File: src/sv/terminal_key_event_decoder_top_macros.svh
// Assertion helpers for the key event decoder.
// Both expect clk and arst_n in scope; reset masks the check.
`ifndef TERMINAL_KEY_EVENT_DECODER_TOP_MACROS_SVH
`define TERMINAL_KEY_EVENT_DECODER_TOP_MACROS_SVH

// Same-cycle implication
`define TKED_ASSERT_IMP(label, ante, cons) \
	label: assert property (@(posedge clk) disable iff (!arst_n) (ante) |-> (cons)) \
		else $error("tked assertion failed");

// Next-cycle implication
`define TKED_ASSERT_NXT(label, ante, cons) \
	label: assert property (@(posedge clk) disable iff (!arst_n) (ante) |=> (cons)) \
		else $error("tked assertion failed");

`endif

File: src/sv/tked_pkg.sv
`default_nettype none

package tked_pkg;

	// Parser modes, one-hot
	typedef enum logic [3:0] {
		MODE_NORMAL = 4'b0001,
		MODE_ESCAPE = 4'b0010,
		MODE_CSI    = 4'b0100,
		MODE_SS3    = 4'b1000
	} mode_t;

	// Key events
	typedef enum logic [3:0] {
		KEY_NONE    = 4'd0,
		KEY_UP      = 4'd1,
		KEY_DOWN    = 4'd2,
		KEY_LEFT    = 4'd3,
		KEY_RIGHT   = 4'd4,
		KEY_PAUSE   = 4'd5,
		KEY_RESTART = 4'd6,
		KEY_BACK    = 4'd7,
		KEY_SELECT  = 4'd8
	} key_t;

	// Item kinds
	localparam logic OP_BYTE = 1'b0;
	localparam logic OP_TICK = 1'b1;

	// Byte codes
	localparam logic [7:0] CH_ESC = 8'h1B;
	localparam logic [7:0] CH_CR  = 8'h0D;
	localparam logic [7:0] CH_LF  = 8'h0A;
	localparam logic [7:0] CH_CSI = 8'h5B; // '['
	localparam logic [7:0] CH_SS3 = 8'h4F; // 'O'

	localparam int unsigned TIMEOUT_W = 16;
	localparam logic [TIMEOUT_W-1:0] TIMEOUT_RESET = 16'd35;
	localparam logic [TIMEOUT_W-1:0] ELAPSED_MAX   = 16'hFFFF;

	// One input item
	typedef struct packed {
		logic       opcode;
		logic [7:0] byte_value;
	} item_t;

	// Final byte of an arrow sequence
	function automatic key_t direction_of(input logic [7:0] b);
		key_t k;
		case (b)
			8'h41:   k = KEY_UP;
			8'h42:   k = KEY_DOWN;
			8'h43:   k = KEY_RIGHT;
			8'h44:   k = KEY_LEFT;
			default: k = KEY_NONE;
		endcase
		return k;
	endfunction

	// Letter keys in either case
	function automatic key_t key_of_letter(input logic [7:0] b);
		logic [7:0] u;
		key_t       k;
		u = b;
		if (b >= 8'h61 && b <= 8'h7A)
			u = b - 8'h20;
		case (u)
			8'h57:   k = KEY_UP;      // W
			8'h53:   k = KEY_DOWN;    // S
			8'h41:   k = KEY_LEFT;    // A
			8'h44:   k = KEY_RIGHT;   // D
			8'h50:   k = KEY_PAUSE;   // P
			8'h52:   k = KEY_RESTART; // R
			8'h51:   k = KEY_BACK;    // Q
			default: k = KEY_NONE;
		endcase
		return k;
	endfunction

endpackage

`default_nettype wire

File: src/sv/tked_core.sv
`default_nettype none

`include "terminal_key_event_decoder_top_macros.svh"

module tked_core
	import tked_pkg::*;
(
	input  wire logic                 clk,
	input  wire logic                 arst_n,
	input  wire logic [TIMEOUT_W-1:0] timeout,
	input  wire logic                 step,
	input  wire item_t                item,
	output key_t                      key
);

	mode_t                mode_q, mode_n;
	logic [TIMEOUT_W-1:0] elapsed_q, elapsed_n, elapsed_inc;
	logic                 after_ret_q, after_ret_n;
	key_t                 dir;
	logic                 esc_arm;
	logic                 tick_idle;

	assign dir = direction_of(item.byte_value);
	assign elapsed_inc = (elapsed_q == ELAPSED_MAX) ? elapsed_q : elapsed_q + TIMEOUT_W'(1);

	// Decode one item against the parser state
	always_comb begin
		mode_n      = mode_q;
		elapsed_n   = elapsed_q;
		after_ret_n = after_ret_q;
		key         = KEY_NONE;
		if (item.opcode == OP_TICK) begin
			if (mode_q == MODE_ESCAPE) begin
				elapsed_n = elapsed_inc;
				if (elapsed_inc >= timeout) begin
					mode_n = MODE_NORMAL;
					key    = KEY_BACK;
				end
			end
		end else begin
			unique case (mode_q) inside
				MODE_ESCAPE: begin
					if (item.byte_value == CH_CSI) begin
						mode_n = MODE_CSI;
					end else if (item.byte_value == CH_SS3) begin
						mode_n = MODE_SS3;
					end else begin
						mode_n = MODE_NORMAL;
						key    = KEY_BACK;
					end
				end
				MODE_CSI, MODE_SS3: begin
					mode_n = MODE_NORMAL;
					key    = dir;
					if (dir != KEY_NONE)
						after_ret_n = 1'b0;
				end
				MODE_NORMAL: begin
					if (item.byte_value == CH_ESC) begin
						mode_n    = MODE_ESCAPE;
						elapsed_n = '0;
					end else if (item.byte_value == CH_CR) begin
						after_ret_n = 1'b1;
						key         = KEY_SELECT;
					end else if (item.byte_value == CH_LF) begin
						if (after_ret_q)
							after_ret_n = 1'b0;
						else
							key = KEY_SELECT;
					end else begin
						after_ret_n = 1'b0;
						key         = key_of_letter(item.byte_value);
					end
				end
				default: mode_n = MODE_NORMAL;
			endcase
		end
	end

	// Advance state once per decoded item
	always_ff @(posedge clk or negedge arst_n) begin
		if (!arst_n) begin
			mode_q      <= MODE_NORMAL;
			elapsed_q   <= '0;
			after_ret_q <= 1'b0;
		end else if (step) begin
			mode_q      <= mode_n;
			elapsed_q   <= elapsed_n;
			after_ret_q <= after_ret_n;
		end
	end

	// Qualifiers for the checks below
	assign esc_arm   = step && item.opcode == OP_BYTE && mode_q == MODE_NORMAL &&
		item.byte_value == CH_ESC;
	assign tick_idle = step && item.opcode == OP_TICK && mode_q != MODE_ESCAPE;

	// ESC in normal mode arms the timer from zero
	`TKED_ASSERT_NXT(a_esc_arms, esc_arm, mode_q == MODE_ESCAPE && elapsed_q == '0)
	// Ticks outside escape mode leave the state alone
	`TKED_ASSERT_NXT(a_tick_idle, tick_idle, $stable(mode_q) && $stable(elapsed_q) && $stable(after_ret_q))
	// Parser mode is always a single valid code
	`TKED_ASSERT_IMP(a_mode_onehot, 1'b1, $onehot(mode_q))

endmodule

`default_nettype wire

File: src/sv/terminal_key_event_decoder_top.sv
// Channel   Dir  Payload                               Transfer
// s_*       in   tuser[0] opcode, tdata[7:0] byte      s_tvalid & s_tready
// m_*       out  tdata[3:0] key_event, [7:4] zero      m_tvalid & m_tready
// cfg_*     in   cfg_wdata escape_timeout_ticks        cfg_we
//
// One item per cycle while m_tready stays high.
// The input register feeds a single decode cone into the result register.
// Reset clears the parser to normal mode and the timeout to 35 ticks.
// A stalled output holds its result while the input register still takes one more item.
`default_nettype none

`include "terminal_key_event_decoder_top_macros.svh"

module terminal_key_event_decoder_top
	import tked_pkg::*;
(
	input  wire logic                 clk,
	input  wire logic                 arst_n,
	input  wire logic                 cfg_we,
	input  wire logic [TIMEOUT_W-1:0] cfg_wdata,
	input  wire logic                 s_tvalid,
	output logic                      s_tready,
	input  wire logic [7:0]           s_tdata,   // [7:0] byte_value
	input  wire logic                 s_tuser,   // [0] opcode
	output logic                      m_tvalid,
	input  wire logic                 m_tready,
	output logic [7:0]                m_tdata    // [3:0] key_event, [7:4] zero
);

	logic [TIMEOUT_W-1:0] timeout_q;
	item_t                item_s1;
	logic                 valid_s1;
	key_t                 key_s2;
	logic                 valid_s2;
	logic                 advance;
	key_t                 key;

	assign advance  = valid_s1 && (!valid_s2 || m_tready);
	assign s_tready = !valid_s1 || advance;
	assign m_tvalid = valid_s2;
	assign m_tdata  = {4'b0000, key_s2};

	// Hold the timeout register
	always_ff @(posedge clk or negedge arst_n) begin
		if (!arst_n)
			timeout_q <= TIMEOUT_RESET;
		else if (cfg_we)
			timeout_q <= cfg_wdata;
	end

	// Capture an input transfer
	always_ff @(posedge clk or negedge arst_n) begin
		if (!arst_n)
			valid_s1 <= 1'b0;
		else if (s_tready)
			valid_s1 <= s_tvalid;
	end

	always_ff @(posedge clk) begin
		if (s_tready && s_tvalid)
			item_s1 <= '{opcode: s_tuser, byte_value: s_tdata};
	end

	tked_core u_core (
		.clk     (clk),
		.arst_n  (arst_n),
		.timeout (timeout_q),
		.step    (advance),
		.item    (item_s1),
		.key     (key)
	);

	// Load the result register, drop it on an output transfer
	always_ff @(posedge clk or negedge arst_n) begin
		if (!arst_n)
			valid_s2 <= 1'b0;
		else if (advance)
			valid_s2 <= 1'b1;
		else if (m_tready)
			valid_s2 <= 1'b0;
	end

	always_ff @(posedge clk) begin
		if (advance)
			key_s2 <= key;
	end

	// Input stalls only when both registers are full and output is blocked
	`TKED_ASSERT_IMP(a_stall_cause, !s_tready, valid_s1 && valid_s2 && !m_tready)
	// A decoded item always reaches the result register
	`TKED_ASSERT_NXT(a_adv_result, advance, valid_s2)
	// Result codes stay in range with the pad bits clear
	`TKED_ASSERT_IMP(a_key_range, m_tvalid, m_tdata[3:0] <= KEY_SELECT && m_tdata[7:4] == 4'b0000)
	// Ticks never yield anything but none or back
	`TKED_ASSERT_IMP(a_tick_key, advance && item_s1.opcode == OP_TICK, key == KEY_NONE || key == KEY_BACK)

endmodule

`default_nettype wire

File: config.mk
export PLATFORM = sky130hd
export DESIGN_NAME = terminal_key_event_decoder_top
export DESIGN_NICKNAME = d
export VERILOG_FILES = /design/src/sv/tked_pkg.sv /design/src/sv/tked_core.sv /design/src/sv/terminal_key_event_decoder_top.sv
export VERILOG_INCLUDE_DIRS = /design/src /design/src/sv
export SDC_FILE = /design/constraint.sdc
export NUM_CORES = 1
export LEC_CHECK = 0
export ABC_AREA = 1
export ABC_CLOCK_PERIOD_IN_PS = 3900
export BUFFER_PORTS_ARGS = -buffer_cell sky130_fd_sc_hd__buf_2
export CAP_MARGIN = 20
export CORE_MARGIN = 2
export CORE_UTILIZATION = 45
export CTS_CLUSTER_SIZE = 8
export DETAILED_ROUTE_END_ITERATION = 12
export HOLD_SLACK_MARGIN = 0.15
export SETUP_SLACK_MARGIN = 0.3
export SYNTH_ARGS = -nofsm -noshare
export SYNTH_HDL_FRONTEND = slang
export SYNTH_SLANG_ARGS = --single-unit
File: constraint.sdc
create_clock -name clk -period 3.9 [get_ports clk]
set_clock_uncertainty 0.05 [all_clocks]
set_input_delay 0.975 -clock clk [delete_from_list [all_inputs] [get_ports clk]]
set_output_delay 0.975 -clock clk [all_outputs]
set_load 0.02 [all_outputs]
# Word level (Yosys, flattened, before mapping)
# Index checks and enable logic that the tools add are counted.
# totals
out_inout_bits	10
reg_bits	52
# op_classes
add_sub_neg	2
n_bitwise	1
muxes	36
order_cmp	3
n_eq_ne	26
reduce_logical	16
# ops
op	count
$eq 8x7->1 const B	13
$mux 16	5
$mux 4	13
$mux 8	6
$pmux 3 s7	1
$add 16x1->16 const B	1
$eq 16x16->1 const B	1
$eq 8x4->1 const B	2
$ge 16x16->1	1
$pmux 3 s4	1
$pmux 4 s3	1
$eq 8x5->1 const B	1
$ge 8x7->1 const B	1
$le 8x7->1 const B	1
$pmux 4 s2	1
$reduce_and 4->1	2
$reduce_bool 2->1	4
$sub 8x6->8 const B	1
$mux 3	2
$ne 2x1->1 const B	3
$mux 1	5
$reduce_and 5->1	1
$eq 4x1->1 const B	1
$eq 4x2->1 const B	1
other kinds (11)	15

# Depth between registers and ports, before layout
# Gate-level depths: netlist of the first run.
# logic_depth
word_depth	15
mapped_depth	20

# Hierarchy
# Synthesis of the first run repeated with hierarchy kept, for this count alone.
# unflattened
hier_cells	439
hier_area_um2	3367.0
# by_module_without_submodules
mod	cells_each	n_inst	area_each_um2
tked_core	342	1	2199.6
terminal_key_event_decoder_top	97	1	1167.4

# Worst setup path after synthesis of the first run
# Ideal clock, no wire load.
# synth_path
kind	register -> register
startpoint	reg u_core.elapsed_q[0]
endpoint	reg u_core.mode_q[1]
path_stages_with_launch	20
path_buffers	0
slack_ns	1.222
arrival_ns	2.505
synth_period_minus_slack_ns	2.678
cell_sequence	dfrtp_1 -> ha_1 -> nand4_2 -> nor2_4 -> inv_1 -> nor3_1 -> xor2_1 -> inv_1 -> nor2_1 -> inv_1 -> ha_1 -> nand2_1 -> inv_1 -> nand3_1 -> nor3_1 -> nand3_1 -> nand4_1 -> nand2_1 -> nand2_1 -> o21ai_1
# synth_via
elab_chain_len	5
word_cells_on_any_way	6
cone_classes	1 x add/sub; 1 x order compare; 2 x eq/ne; 1 x mux; 1 x reduce/logical
# synth_rtl
element	line	source
from (decl)	tked_core.sv:17	logic [TIMEOUT_W-1:0] elapsed_q, elapsed_n, elapsed_inc;
from (signal assigned)	tked_core.sv:88	elapsed_q <= elapsed_n;
$add 16x1->16 or $eq 16x16->1 (tied branches)	tked_core.sv:24	assign elapsed_inc = (elapsed_q == ELAPSED_MAX) ? elapsed_q : elapsed_q + TIMEOUT_W'(1);
$mux 16 *	tked_core.sv:24	
$ge 16x16->1 *	tked_core.sv:35	if (elapsed_inc >= timeout) begin
$ne 2x1->1 (no line) *	--	
$reduce_and 4->1 (no line) *	--	
to (signal assigned)	tked_core.sv:87	mode_q <= mode_n;
to (decl)	tked_core.sv:16	mode_t mode_q, mode_n;
# Every way passes the cells marked *; elsewhere a longest branch is shown, timed or not.
# A chain may end at the register's enable or synchronous reset.

# Final worst setup path of the first run
# layout_path
startpoint	reg u_core.elapsed_q[0]
endpoint	reg u_core.mode_q[2]
# Same word-level chain as after synthesis.

==> metrics.yaml, run 1 <==
run_status:
  status: "finished clean"
clock_network:
  path_clk_slew_ns: 0.09
  cts_hold_buf: 0
  htree_levels: 2
  root_buffer: "clkbuf_8"
  clockBufferDepth: 2
  cts_tree: "yes"
  postCtsSetupBuffers: 0
  clock_latency_ns: 0.31
  cts.repair.resized: 0
  clkSinkCount: 52
  numCtsBuffers: 5
logic_synthesis:
  seq_area_frac_synth_pct: 41.6
  ys.flop_type: "dfrtp_1"
  synth-seq-cells: 52
  synth_top_area_share_pct: 26.6
  synth_edf_count: 13
  async_reset_ff_share_pct: 75.0
  synth_area_leaders: "dfrtp_1 (27%), edfxtp_1 (12%), nand2_1 (11%)"
  yosys-top-cells-count: "nand2_1 (93), inv_1 (65), o21ai_0 (38)"
  synth_largest_area_cell: "dfrtp_1"
  yosysMostFrequentCell: "nand2_1"
  ys_warn_count: 0
  synthCells: 417
  synth.avg_cell_area_um2: 7.91
  synth.distinct_cells: 39
  netlist_area_um2: 3300
worst_setup_path:
  critPathLaunchType: "register"
  rr_worst_depth: 19
  worstSetupPathType: "register to register"
  r2r_end: "u_core.mode_q[2]$_DFFE_PN0P_"
  worstPathRequired_ns: 4.05
  endpoint_kind: "register"
  r2r_slack_ns: 0.87
  critPathArrivalTime_ns: 3.18
  critPathLaunch: "u_core.elapsed_q[0]$_DFFE_PN0P_"
  r2r_start: "u_core.elapsed_q[0]$_DFFE_PN0P_"
  cp_max_fo: 7
power:
  peakVddDrop_uv: 200
  intPower_uw: 881
  power.total_uw: 1340
  clkPwrFrac_pct: 22.4
  switching_share_pct: 34.2
  p_per_area_nw_per_um2: 369
  p_switching_uw: 457
  p_seq_share_pct: 50.9
  p_leak_uw: 0.00176
  combPwrFrac_pct: 26.7
global_routing:
  track_usage_pct: 18.4
  grt_overflow: 0
  grt_pass1_vias: 2475
  grt_pass1_wl_mm: 11.4
  grt_max_degree: 40
  antenna_found_initial: 0
layout:
  drive_gt1_share_pct: 17.9
  insertedDiodeCount: 0
  fillers: 709
  area_growth_pct: 9.91
  nets: 500
floorplan:
  row_count: 31
  core_area_um2: 7180
  die_area_um2: 8030
  initial_core_util_pct: 45.9
  die_w_um: 89.6
  die_h_um: 89.6
  io_pins: 40
worst_hold_path:
  hold_path.class: "register to register"
  hp-start: "u_core.mode_q[0]$_DFFE_PN1P_"
  min_delay_path_depth: 2
  min_to: "u_core.mode_q[0]$_DFFE_PN1P_"
sta:
  relSlewSlack_pct: 41.9
  whs_ns: 0.454
  rsz0062_at_grt: "false"
  finalSetupViolCount: 0
  finalHoldViolCount: 0
  fin_crit_sh_pct: 77.7
  drv_slew: 0
  tightest_slew_ns: 0.872
  fmax_mhz: 330
  setup_tns_ns: 0
  finalCriticalPeriod_ns: 3.03
route:
  drc: 0
  vias_per_cell: 4.89
  ant_nets: 0
  wl_mm: 6.78
  dr.pass1.iters: 4
  routedWlPerCell_um: 12.3
  vias: 2701
  dr.first_iter.drc_count: 111
placement:
  port_buffers: 35
  place_congestion: 0.907
  dp_hpwl_mm: 5.38
run:
  maxCapViolCount: 0
## state kept, by name, summed over array words and instances (netlist names)
name                flops
valid_s1                1
item_s1                 9
u_core.after_ret_q      1
u_core.mode_q           4
u_core.elapsed_q       16
m_tvalid                1
key_s2                  4
timeout_q              16
## cells by family (layout without fill, tap and decap cells)
family          count (synthesis)  in the layout  share of synthesized area [%]
fa+ha+maj                      18             18                           6.83
simple gates                  184            184                           27.1
compound gates                 71             71                           11.7
buf+inv                        83            116                           10.3
xor+xnor                        7              7                           2.09
other cells                     1              4                          0.114
flops                          52             52                           41.6
mux                             1              1                          0.342
## layout by cell type (no fill, tap or decap), types with 3 or more instances in the layout
cell      instances
nand3_1          19
ha_1             18
nor4_1            4
a21oi_1          17
clkbuf_8          5
o21ai_1           7
conb_1            4
edfxtp_1         13
xor2_1            6
nand3_2           3
or2_2             4
inv_2             6
o21ai_0          38
inv_1            65
nand2_1          93
dfrtp_1          35
nor2_2            6
o22ai_1           4
nor2_1           21
nor3_2            4
buf_2            35
nor3_1           14
dfstp_2           4
nand4_1           6
nand2_2           4
## metrics by stage
step	instance area, µm²	std cells	worst slack [ns]	util, %
floorplan	3310	420	1.22	-
global placement	3540	544	0.988	49.4
detailed placement	3540	544	0.885	49.4
CTS	3620	552	0.845	50.5
global route	3620	552	0.524	50.5
finish	3620	552	0.871	50.5
## power by group through the flow
stage	clock network (µW)	logic (µW)	registers (µW)
after floorplan	0	261	687
after global placement	0	350	688
after detailed placement	0	357	691
after CTS	312	360	680
after global routing	331	425	689
final	300	357	681
## metal layers
layer | part of all wire [%] | vias up | track usage, %
met3 | 3.6 | 6 | 2.74
met1 | 54 | 1216 | 28.9
met5 | 0 | - | 0
met2 | 41 | 57 | 26.4
met4 | 1.2 | 0 | 4.75
li1 | - | 1422 | -
## critical path: stages, from the launching register on
cell	delay [ns]
dfrtp_1	0.42
ha_1	0.20
nand4_2	0.15
nor2_4	0.16
inv_1	0.09
nor3_1	0.18
xor2_1	0.16
inv_1	0.05
nor2_1	0.12
inv_1	0.06
ha_1	0.27
nand2_1	0.06
inv_1	0.05
nand3_1	0.08
nor3_1	0.21
nand3_1	0.13
nand4_1	0.14
nand2_1	0.16
nand2_1	0.11
o21ai_1	0.06
## layout make-up
cell class	count	area (µm²)	area share, %
flip-flops and latches	52	1370	37.8
multi-input cells	285	1600	44.1
inverters	73	277	7.63
well taps	99	124	3.42
repair buffers	35	175	4.83
clock buffers	7	76.3	2.11
clock inverters	1	3.75	0.104
## how the worst max path moves through the flow
stage	endpoint	slack (ns)	depth (start not counted)
2_1_floorplan	u_core.mode_q[1]$_DFFE_PN0P_	1.22	19
3_3_place_gp	key_s2[2]$_DFFE_PP_	0.99	17
3_5_place_dp	u_core.mode_q[3]$_DFFE_PN0P_	0.88	19
4_1_cts	u_core.mode_q[2]$_DFFE_PN0P_	0.84	19
5_1_grt	u_core.mode_q[2]$_DFFE_PN0P_	0.52	18
6_report	u_core.mode_q[2]$_DFFE_PN0P_	0.87	19
Power figures use the tool's default switching activity.
==> run 2, diff against run 1 <==
- ABC_CLOCK_PERIOD_IN_PS: 3900 -> 3100
- clock period: 3.9 -> 3.1 ns (I/O delays scaled with it)
==> run 2 against run 1 <==
Compared with the run above: sequential power grew 26%; first-iteration DRC count up 32%; core utilization rose by 3.5 points; sequential cell count did not move; critical path depth fell by 3; fmax grew 7.0%; sequential share of layout area down 2.4 points; worst setup slack got worse by 0.60 ns; combinational power rose by 54%; clock power is 26% higher.
==> metrics.yaml, run 2 (synthesis gave the netlist of run 1 again) <==
floorplan:
  row_count: 31
  initial_core_util_pct: 45.9
  die_w_um: 89.6
  io_pins: 40
  core_area_um2: 7180
  die_area_um2: 8030
  die_h_um: 89.6
route:
  dr.pass1.iters: 5
  dr.first_iter.drc_count: 146
  routedWlPerCell_um: 12.3
  drc: 0
  vias_per_cell: 4.92
  ant_nets: 0
  vias: 2761
  wl_mm: 6.92
worst_setup_path:
  cp_max_fo: 8
  worstPathRequired_ns: 3.29
  path_cells: "ha_2 -> nand4_4 -> nor2_4 -> nand3_4 -> nor2_8 -> inv_4 -> nand2_4 -> xor2_2 -> ha_1 -> a21oi_2 -> o21ai_1 -> a21oi_2 -> nand4_1 -> nand2_2 -> nand2_1 -> o21ai_1"
  slowest_stage: "dfrtp_1"
  worstSetupPathType: "register to register"
  critical_path.top_delay_family: "simple AND/OR/NAND/NOR gates"
  endpoint_kind: "register"
  critPathLaunchType: "register"
  critPathArrivalTime_ns: 3.02
  slowest_delay_ns: 0.43
  crit_buf_inv: 1
worst_hold_path:
  hold_path.class: "register to register"
sta:
  finalSetupViolCount: 0
  fmax_mhz: 353
  drv_slew: 0
  setup_tns_ns: 0
  finalCriticalPeriod_ns: 2.83
  tightest_slew_ns: 0.871
  relSlewSlack_pct: 41.9
  rsz0062_at_grt: "true"
  finalHoldViolCount: 0
  fin_crit_sh_pct: 91.3
power:
  switching_share_pct: 35.1
  combPwrFrac_pct: 30.8
  clkPwrFrac_pct: 21.1
  p_leak_uw: 0.00184
  intPower_uw: 1160
  peakVddDrop_uv: 246
  p_per_area_nw_per_um2: 461
  p_switching_uw: 627
  power.total_uw: 1790
  p_seq_share_pct: 48.1
clock_network:
  path_clk_slew_ns: 0.09
  htree_levels: 2
  root_buffer: "clkbuf_8"
  numCtsBuffers: 5
  clockBufferDepth: 2
  cts_tree: "yes"
  cts_hold_buf: 0
  clock_latency_ns: 0.31
  clkSinkCount: 52
placement:
  dp_hpwl_mm: 5.26
  port_buffers: 35
  dp.cells: 544
  place_congestion: 0.907
global_routing:
  grt_pass1_wl_mm: 11.6
  antenna_found_initial: 0
  grt_max_degree: 40
  track_usage_pct: 18.6
  grt_overflow: 0
  grt_pass1_vias: 2475
run:
  maxCapViolCount: 0
layout:
  largest_registers: "timeout_q (16), u_core.elapsed_q (16), item_s1 (9)"
  fillers: 695
  drive_gt1_share_pct: 26.0
  nets: 509
  layout_commonest_cell: "nand2_1"
  mostFrequentLayoutCells: "nand2_1 (88), inv_1 (62), o21ai_0 (35), buf_2 (35), dfrtp_1 (34)"
  area_growth_pct: 17.5
  finalNonFillerCells: 561
  insertedDiodeCount: 0
run_status:
  status: "finished clean"
run 2: path summary, 6_finish.rpt:
kind                                               endpoint  slack, ns  depth (start not counted)                            start
min                            u_core.mode_q[0]$_DFFE_PN1P_       0.44                          2     u_core.mode_q[0]$_DFFE_PN1P_
min in group asynchronous  u_core.elapsed_q[15]$_DFFE_PN0P_       0.52                          1                           arst_n
max reg2reg                    u_core.mode_q[1]$_DFFE_PN0P_       0.27                         16  u_core.elapsed_q[0]$_DFFE_PN0P_
max                            u_core.mode_q[1]$_DFFE_PN0P_       0.27                         16  u_core.elapsed_q[0]$_DFFE_PN0P_
max in group asynchronous   u_core.elapsed_q[2]$_DFFE_PN0P_       1.89                          1                           arst_n
min reg2reg                    u_core.mode_q[0]$_DFFE_PN1P_       0.44                          2     u_core.mode_q[0]$_DFFE_PN1P_
run 2: stage by stage:
| stage | hold WS [ns] | setup WS (ns) | util (%) | cell area (µm²) |
|---|---|---|---|---|
| floorplan | 0.404 | 0.422 | - | 3310 |
| global placement | 0.432 | 0.188 | 49.4 | 3540 |
| detailed placement | 0.435 | 0.0624 | 49.4 | 3540 |
| CTS | 0.451 | 0.297 | 52.1 | 3740 |
| global route | 0.469 | 0.0581 | 54.0 | 3870 |
| finish | 0.437 | 0.269 | 54.0 | 3870 |
run 2: repair_timing:
| action | CTS | global route |
|---|---|---|
| pin swaps | 7 | 20 |
| setup endpoints to repair | 7 | 7 |
| setup buffers | 6 | 3 |
| gates resized for setup | 18 | 22 |
run 2: routing by layer:
layer	vias to the layer above	routed length, µm	share of wire [%]	GRT usage [%]
met5	-	0	0	0
met4	0	79	1.1	4.75
met3	7	233	3.4	3.20
met2	49	3040	44	26.9
met1	1270	3570	52	28.8
li1	1435	-	-	-
run 2: worst register-to-register path, delay by kind of cell (launching register included):
family                     cells  cell delay, ns
AOI/OAI and AO/OA              4            0.46
buffers and inverters          1            0.07
DFF                            1            0.43
adders and majority gates      2            0.52
xor gates and xnor gates       1            0.16
and+or+nand+nor                8            1.06
run 2: power groups by stage:
stage               Sequential [µW]  Clock (µW)  Combinational [µW]
floorplan                       865           0                 329
global placement                866           0                 441
detailed placement              869           0                 446
CTS                             854         390                 490
global route                    870         418                 630
finish                          858         377                 550
run 2: area by class of cell:
class	instances	area [µm²]	area share (%)
clock buffer	5	68.8	1.78
clock inverter	3	13.8	0.355
inverter	73	277	7.14
multi-input combinational	285	1780	45.9
sequential	52	1370	35.4
tap	99	124	3.20
timing repair buffer	44	243	6.26
